File: config.mk
export PLATFORM = sky130hd
export DESIGN_NAME = sach_queue
export DESIGN_NICKNAME = d
export VERILOG_FILES = /design/src/sv/sach_queue.sv
export SDC_FILE = /design/constraint.sdc
export NUM_CORES = 1
export LEC_CHECK = 0
export CORE_MARGIN = 2
export CORE_UTILIZATION = 56
export DETAILED_ROUTE_END_ITERATION = 10
export DONT_BUFFER_PORTS = 1
export PLACE_DENSITY = 0.86
export SLEW_MARGIN = 25
export SYNTH_ARGS = -nofsm -noshare
export SYNTH_HDL_FRONTEND = slang
export SYNTH_SLANG_ARGS = --single-unit
File: constraint.sdc
create_clock -name clk -period 2.6 [get_ports clk]
set_input_delay 0 -clock clk [delete_from_list [all_inputs] [get_ports clk]]
set_output_delay 0 -clock clk [all_outputs]
set_load 0.02 [all_outputs]
File: src/sv/sach_queue.sv
module sach_queue #(
	parameter int WIDTH = 42
) (
	input  logic             clk,
	input  logic             arst_n,
	input  logic             push,
	input  logic [WIDTH-1:0] push_data,
	output logic             full,
	input  logic             pop,
	output logic             not_empty,
	output logic [WIDTH-1:0] head
);

	logic [WIDTH-1:0] entry_q [2];
	logic             wptr_q;
	logic             rptr_q;
	logic [1:0]       count_q;

	always_ff @(posedge clk) begin
		if (push) entry_q[wptr_q] <= push_data;
	end

	always_ff @(posedge clk or negedge arst_n) begin
		if (!arst_n) begin
			wptr_q  <= 1'b0;
			rptr_q  <= 1'b0;
			count_q <= 2'd0;
		end else begin
			if (push) wptr_q <= ~wptr_q;
			if (pop) rptr_q <= ~rptr_q;
			count_q <= count_q + {1'b0, push} - {1'b0, pop};
		end
	end

	assign full      = (count_q == 2'd2);
	assign not_empty = (count_q != 2'd0);
	assign head      = entry_q[rptr_q];

endmodule

==> impl_metrics.yaml <==
power_and_ir_drop:
  p_comb_share_pct: 32.0
  p_int_w: 0.00294
  ir_worst_vdd_mv: 0.536
  pwr-share-seq_pct: 48.1
  swShare_pct: 31.9
  power.switching_w: 0.00138
  cellLeakagePower_nw: 1.54
  cellPowerDensity_nw_per_um2: 1050
  clkPwrFrac_pct: 19.9
worst_setup_path:
  rr_endpoint: "entry_q[1][4]"
  crit_start: "rptr_q"
  end_kind: "primary output"
  cp-start-kind: "flop"
  cp_max_fo: 28
  required_ps: 2600
  regToRegStartpoint: "wptr_q"
  criticalPathCategory: "reg -> out"
  cp-endpoint: "head[40]"
  critical_path_arrival_ps: 1970
  reg2regPathDepth: 2
  rrSetupSlack_ps: 940
place:
  dp_hpwl_um: 3480
  io_buffers: 0
  gpl.final_weighted_congestion: 0.611
cells_and_area:
  register_area_um2: 2620
  multiInputGateArea_um2: 719
  n_antenna_cell: 0
  fin_nets: 251
  fillers: 377
  drive_above_1_share_pct: 30.3
  syn_to_final_growth_pct: 20.1
run:
  drv_cap: 0
cts:
  clk_path_buf_depth: 2
  holdBufCountCts: 46
  clockRootBuffer: "clkbuf_8"
  post-cts-setup-buffers: 0
  cts_tree: "built"
  postCtsResizedCells: 0
  clkSinkCount: 88
  cts.reportedPaths.clkPinSlew_ps: 80
  htreeDepth: 3
  worstSkewPairLatency_ps: 340
  cts_buffers: 9
sta:
  period_share_pct: 75.9
  finalSetupViolations: 0
  worst_pin_slew_ps: 817
  finalCriticalPeriod_ps: 1970
  finalHoldViolCount: 0
  slew_headroom_pct: 45.6
  fin_skew_ps: 5.80
  hold_ws_ps: 39.0
  drv_slew: 0
  setup_tns_ps: 0
  rsz0062_at_grt: "no"
  clock.fmax_mhz: 507
run_status:
  outcome: "complete, no violations"
floorplanning:
  die_area_um2: 6770
  die_y_um: 82.3
  dieWidth_um: 82.3
  ioPinCount: 90
  coreArea_um2: 5920
  fp-row-count: 28
  initial_core_util_pct: 58.0
yosys:
  synth_cell_types: 13
  synthTopCellsByArea: "edfxtp_1, mux2_4, dfrtp_1"
  synthCells: 146
  yosysWarnings: 0
  synth-seq-area-share_pct: 76.4
  synth_nets: 194
  syn_area_um2: 3430
  avgSynthCellArea_um2: 23.5
  synth-seq-cells: 88
  yosysTopAreaCell: "edfxtp_1"
  synth_top_area_share_pct: 73.5
global_routing:
  grt_pass1_wl_um: 8130
  antenna_found_initial: 0
  overflow: 0
  grt_pass1_vias: 1625
  grt_max_degree: 29
  grtUsageTotal_pct: 17.2
drt:
  drcViolationCount: 0
  wl_um: 5570
  vias: 1506
  drtIter0Drc: 54
  avgViaCountPerCell: 5.32
  ant_nets: 0
  wl_per_cell_um: 19.7
  first_pass_iters: 4
min_path:
  hold_path.class: "in -> reg"
[worst min path at each step]
stage                     startpoint              to  slack, ps  cells past startpoint
after floorplan               arst_n      count_q[0]       -300                      0
after detailed placement      arst_n          rptr_q       -300                      0
after global routing            push  entry_q[0][30]         40                      1
final                           push  entry_q[0][15]         40                      1
after CTS                       push  entry_q[0][15]         30                      1
after global placement        arst_n      count_q[1]       -300                      0
[sequential cells by signal, summed over array words and instances (netlist names)]
| register | count |
|---|---|
| rptr_q | 1 |
| wptr_q | 1 |
| entry_q | 84 |
| count_q | 2 |
[cells by family after synthesis]
group         count (synthesis)  synth area share [%]
buf+inv                       7                  2.88
flops                        88                  76.4
mux                          42                  18.0
fa+ha+maj                     2                 0.729
simple gates                  4                 0.729
xor+xnor                      3                  1.20
[stage by stage]
stage | power, W | instances | util, % | instance area [um^2] | worst slack (ps)
floorplan | 0.00336 | 146 | - | 3430 | 675
global route | 0.00450 | 283 | 69.6 | 4120 | 526
detailed placement | 0.00344 | 221 | 58.8 | 3480 | 925
CTS | 0.00435 | 283 | 69.6 | 4120 | 591
finish | 0.00433 | 283 | 69.6 | 4120 | 627
global placement | 0.00339 | 221 | 58.8 | 3480 | 1020
[per-layer routing]
layer / GRT usage (%) / part of all wire, %
met1: 17.4 / 35
met2: 30.9 / 54
met4: 8.50 / 1.2
met5: 0 / 0
met3: 6.52 / 9.3
[placed cells by master, fill, tap and decap left out]
cell type	n
edfxtp_1	84
dlygate4sd3_1	46
mux2_4	39
clkbuf_8	9
buf_4	5
mux2_2	3
dfrtp_1	3
inv_1	2
xor2_1	2
ha_1	2
clkinv_2	2
clkbuf_1	2
clkinv_1	2
xor3_1	1
or2_2	1
and2_2	1
nor2b_1	1
nor2b_4	1
bufinv_16	1
dfrtp_2	1
[cell type report]
class / count / area share, %
clock buffer: 11 / 3.19
tap: 75 / 2.28
multi-input combinational: 51 / 17.5
clock inverter: 5 / 1.15
sequential: 88 / 63.7
timing repair buffer: 51 / 12.1
inverter: 2 / 0.182
[critical path: stages, from the launching register on]
cell and delay (ps):
dfrtp_2 910, buf_4 360, mux2_4 370
[Yosys cell counts (all sizes together)]
master / instances
edfxtp: 84
mux2: 42
buf: 5
dfrtp: 4
ha: 2
inv: 2
nor2b: 2
xor2: 2
and2: 1
or2: 1
xor3: 1
[power by group through the flow]
stage / Clock, W / Sequential (W) / Combinational [W]
after global placement: 0 / 0.00209 / 0.00130
after CTS: 0.000872 / 0.00208 / 0.00139
after detailed placement: 0 / 0.00212 / 0.00132
final: 0.000863 / 0.00208 / 0.00138
after global routing: 0.000930 / 0.00211 / 0.00146
after floorplan: 0 / 0.00198 / 0.00138
(Power assumes the default switching activity.)
