**src/sv/sach_pkg.sv**
```systemverilog
package sach_pkg;

	localparam int MAX_SETS_DEF   = 1024;
	localparam int MAX_WAYS_DEF   = 8;
	localparam int ADDR_WIDTH_DEF = 32;

	// recency ranks are three bits and saturate
	localparam int          RANK_W   = 3;
	localparam logic [2:0]  RANK_MAX = 3'd7;
	localparam logic [31:0] COUNT_MAX = 32'hFFFF_FFFF;

	localparam logic [15:0] LFSR_SEED = 16'hACE1;
	localparam logic [15:0] LFSR_MASK = 16'hB400;
	localparam int          LFSR_W    = 16;

	// register indexes of the configuration port
	localparam logic [1:0] REG_OFFSET_BITS = 2'd0;
	localparam logic [1:0] REG_INDEX_BITS  = 2'd1;
	localparam logic [1:0] REG_WAYS_IN_USE = 2'd2;
	localparam logic [1:0] REG_POLICY      = 2'd3;

	localparam logic POLICY_LRU    = 1'b0;
	localparam logic POLICY_RANDOM = 1'b1;

	typedef struct packed {
		logic [3:0] offset_bits;
		logic [3:0] index_bits;
		logic [3:0] ways_in_use;
		logic       policy;
	} cfg_t;

	typedef enum logic [2:0] {
		ST_CLR,
		ST_IDLE,
		ST_LOOK,
		ST_DIV,
		ST_FIN
	} bk_state_t;

	// largest n with 2**n <= v, capped at 16
	function automatic int floor_log2(input int v);
		int n;
		n = 0;
		while (n < 16 && (64'd1 << (n + 1)) <= v) n++;
		return n;
	endfunction

endpackage

```
**src/sv/sach_front.sv**
```systemverilog
module sach_front #(
	parameter int MAX_SETS   = sach_pkg::MAX_SETS_DEF,
	parameter int ADDR_WIDTH = sach_pkg::ADDR_WIDTH_DEF,
	parameter int SET_W      = 10
) (
	input  sach_pkg::cfg_t          cfg,
	input  logic                    req_valid,
	output logic                    req_ready,
	input  logic [31:0]             address,
	input  logic                    q_full,
	output logic                    q_push,
	output logic [SET_W+ADDR_WIDTH-1:0] q_data
);

	localparam int IDX_LIM = sach_pkg::floor_log2(MAX_SETS);

	logic [ADDR_WIDTH-1:0] addr;
	logic [ADDR_WIDTH-1:0] shifted;
	logic [ADDR_WIDTH-1:0] idx_mask;
	logic [ADDR_WIDTH-1:0] tag;
	logic [4:0]            ib;
	logic [5:0]            sh;
	logic [SET_W-1:0]      set_idx;

	always_comb begin
		addr = ADDR_WIDTH'(address);
		ib = ({1'b0, cfg.index_bits} > 5'(IDX_LIM)) ? 5'(IDX_LIM) : {1'b0, cfg.index_bits};
		shifted  = addr >> cfg.offset_bits;
		idx_mask = ~({ADDR_WIDTH{1'b1}} << ib);
		set_idx  = SET_W'(shifted & idx_mask);
		sh = {2'b00, cfg.offset_bits} + {1'b0, ib};
		// tag vanishes when offset and index cover the whole address
		tag = (32'(sh) >= 32'(ADDR_WIDTH)) ? '0 : (addr >> sh);
	end

	assign req_ready = !q_full;
	assign q_push    = req_valid && !q_full;
	assign q_data    = {set_idx, tag};

endmodule

```
**config.mk**
```make
export PLATFORM = sky130hd
export DESIGN_NAME = sach_front
export DESIGN_NICKNAME = d
export VERILOG_FILES = /design/src/sv/sach_pkg.sv /design/src/sv/sach_front.sv
export SDC_FILE = /design/constraint.sdc
export NUM_CORES = 1
export LEC_CHECK = 0
export BUFFER_PORTS_ARGS = -buffer_cell sky130_fd_sc_hd__buf_2
export CORE_UTILIZATION = 48
export DETAILED_ROUTE_END_ITERATION = 10
export PLACE_DENSITY_LB_ADDON = 0.25
export SETUP_SLACK_MARGIN = 0.15
export SYNTH_ARGS = -nofsm -noshare
export SYNTH_HDL_FRONTEND = slang
export SYNTH_SLANG_ARGS = --single-unit
```
**constraint.sdc**
```tcl
create_clock -name vclk -period 3.1
set_input_delay 0.155 -clock vclk [all_inputs]
set_output_delay 0.155 -clock vclk [all_outputs]
set_load 0.02 [all_outputs]
```
==> impl_metrics.tcl <==
set metrics [dict create \
    regArea_um2 0 \
    swShare_pct 55.28 \
    avgSynthCellArea_um2 8.074 \
    design.die.area_um2 5680 \
    hold_depth 3 \
    cp_data_arrival_time_ps 2860 \
    antenna_found_initial 0 \
    nets 467 \
    grt_pass1_wl_um 12920 \
    grt-ovfl-total 0 \
    synthTopCellsByCount "40 x mux2i_1, 40 x nand2_1, 31 x nor2_1, 28 x mux4_2, 21 x a21oi_1" \
    outcome "complete, no violations" \
    initial_utilization_pct 50.27 \
    internal_power_mw 0.6478 \
    total_leakage_power_nw 1.616 \
    yosys.area.top_type "mux4_2" \
    nFillCells 431 \
    synth_area_um2 2584 \
    yosys_warnings 0 \
    drv_cap 0 \
    gp_congestion 0.9627 \
    cpMaxStageDelayCell "fa_2" \
    startpoint_type "input port" \
    firstDrtPassIters 7 \
    synthTopCellsByArea "mux4_2 24%, mux2i_1 15%, nand2_1 5.8%" \
    finalPower_mw 1.449 \
    seq_area_frac_synth_pct 0 \
    yosysUniqueCellTypes 53 \
    max_freq_mhz 331.2 \
    finalSetupViolCount 0 \
    required_ps 2940 \
    finalHoldViolations 0 \
    holdPathEnd "req_ready" \
    power_density_nw_per_um2 404.1 \
    n_clock_buffer 0 \
    drt_iter0_drc 272 \
    crit_type "in2out" \
    rows 26 \
    peakVddDrop_v 0.0002154 \
    via_count 3123 \
    end_kind "output port" \
    finalCritPeriodShare_pct 97.38 \
    path_cells "buf_8 -> o21ai_4 -> and2_4 -> ha_4 -> inv_2 -> fa_2 -> xnor2_4 -> buf_12 -> xnor2_4 -> mux2_4 -> mux2_4 -> a221oi_2 -> buf_4" \
    final.setup.worst_slack_ps 81.08 \
    drive_gt1_share_pct 49.52 \
    grt_max_degree 31 \
    clockPowerShare_pct 0 \
    preCtsSetupSlack_ps -48.59 \
    slowest_delay_ps 440 \
    avgRoutedWirePerCell_um 18.43 \
    die_w_um 75.37 \
    wl_um 8921 \
    syn_nets 371 \
    critPathMaxFanout 7 \
    dpl.hpwl_um 6585 \
    synth_top_cell_area_share_pct 24.41 \
    grt_pass1_vias 2693 \
    die_h_um 75.37 \
    worstHoldStart "q_full" \
    nFlopsAndLatches 0 \
    postRouteAntennaNets 0 \
    syn_to_final_growth_pct 38.74 \
    slew_headroom_pct 43.50 \
    worst_pin_slew_ps 845.8 \
    rsz0062_at_grt "yes" \
    grt_util_all_layers_pct 29.06 \
    avgViaCountPerCell 6.452 \
    drc_errors 0 \
    hp-class "in2out" \
    period_minus_slack_ps 3019 \
    port-buffer-count 86 \
    p_comb_share_pct 100.0 \
    power_frac_seq_pct 0 \
    diodes 0 \
    ioPinCount 91 \
    synth_cells 320 \
    final_util_pct 69.74 \
    core_area_um2 5140 \
    p_sw_mw 0.8007 \
    slew_violations 0 \
]
==> cell families (layout without fill, tap and decap cells) <==
| family | count (synthesis) | count (layout) | synth area share, % |
|---|---|---|---|
| adders and majority gates | 6 | 6 | 3.003 |
| muxes | 82 | 82 | 47.02 |
| AOI/OAI and AO/OA | 91 | 91 | 25.09 |
| xor gates and xnor gates | 5 | 5 | 1.695 |
| buffers and inverters | 40 | 134 | 6.828 |
| and+or+nand+nor | 96 | 96 | 16.37 |
==> timing repair <==
item,in CTS,in global routing
hold buffers,0,0
resized for setup,4,42
endpoints found under the setup margin,22,25
pin swaps,0,9
gates cloned,0,2
setup buffers,0,9
hold endpoints to repair,0,0
==> critical path, delay by kind of cell <==
kind | cells | cell delay (ps)
AO/OA/AOI/OAI | 2 | 380
multiplexers | 2 | 630
XOR/XNOR | 2 | 470
AND/OR/NAND/NOR | 1 | 170
buffers and inverters | 4 | 470
adder cells (fa/ha/maj) | 2 | 570
==> power groups by stage <==
| stage | Combinational (mW) | Sequential [mW] | Clock (mW) |
|---|---|---|---|
| after floorplan | 0.885 | 0 | 0 |
| after global placement | 1.24 | 0 | 0 |
| after global routing | 1.53 | 0 | 0 |
| after detailed placement | 1.26 | 0 | 0 |
| after CTS | 1.27 | 0 | 0 |
| final | 1.45 | 0 | 0 |
==> layer usage <==
metal	GRT usage [%]	vias to the layer above	wire length (um)
li1	-	1426	-
met1	43.02	1483	3690
met2	46.92	194	4338
met3	1.058	20	694
met4	7.613	0	197
met5	0	-	0
==> placed cells by master (no fill, tap or decap), drive strengths merged, types with 4 or more instances in the layout <==
| cell | count |
|---|---|
| a211oi | 7 |
| inv | 8 |
| a22o | 5 |
| a21oi | 21 |
| buf | 124 |
| a22oi | 4 |
| mux4 | 28 |
| nor2 | 31 |
| o21a | 5 |
| o22ai | 4 |
| nand3 | 4 |
| mux2i | 41 |
| mux2 | 13 |
| nor2b | 9 |
| nand2 | 40 |
| o21ai | 19 |
==> final cells by class <==
| class | instances | area, um2 | area share, % |
|---|---|---|---|
| inverter | 8 | 32.53 | 0.9075 |
| tap | 70 | 87.58 | 2.443 |
| multi-input combinational | 280 | 2603 | 72.60 |
| timing repair buffer | 126 | 862.1 | 24.05 |
==> worst max-delay path by stage <==
stage / from / slack [ps] / endpoint
detailed placement: cfg[7] / -50 / q_data[3]
floorplan: cfg[7] / 180 / q_data[20]
global route: cfg[6] / 3 / q_data[0]
finish: cfg[6] / 80 / q_data[0]
global placement: cfg[7] / 30 / q_data[3]
CTS: cfg[7] / 140 / q_data[3]
==> through the flow <==
step                area, um2  hold slack, ps  instances  setup TNS (ps)
floorplan                2640           386.6        320               0
global placement         3253           565.5        473               0
detailed placement       3253           569.6        473          -75.24
CTS                      3276           570.1        473               0
global route             3585           608.9        484               0
finish                   3585           567.0        484               0
Power figures use the tool's default switching activity.
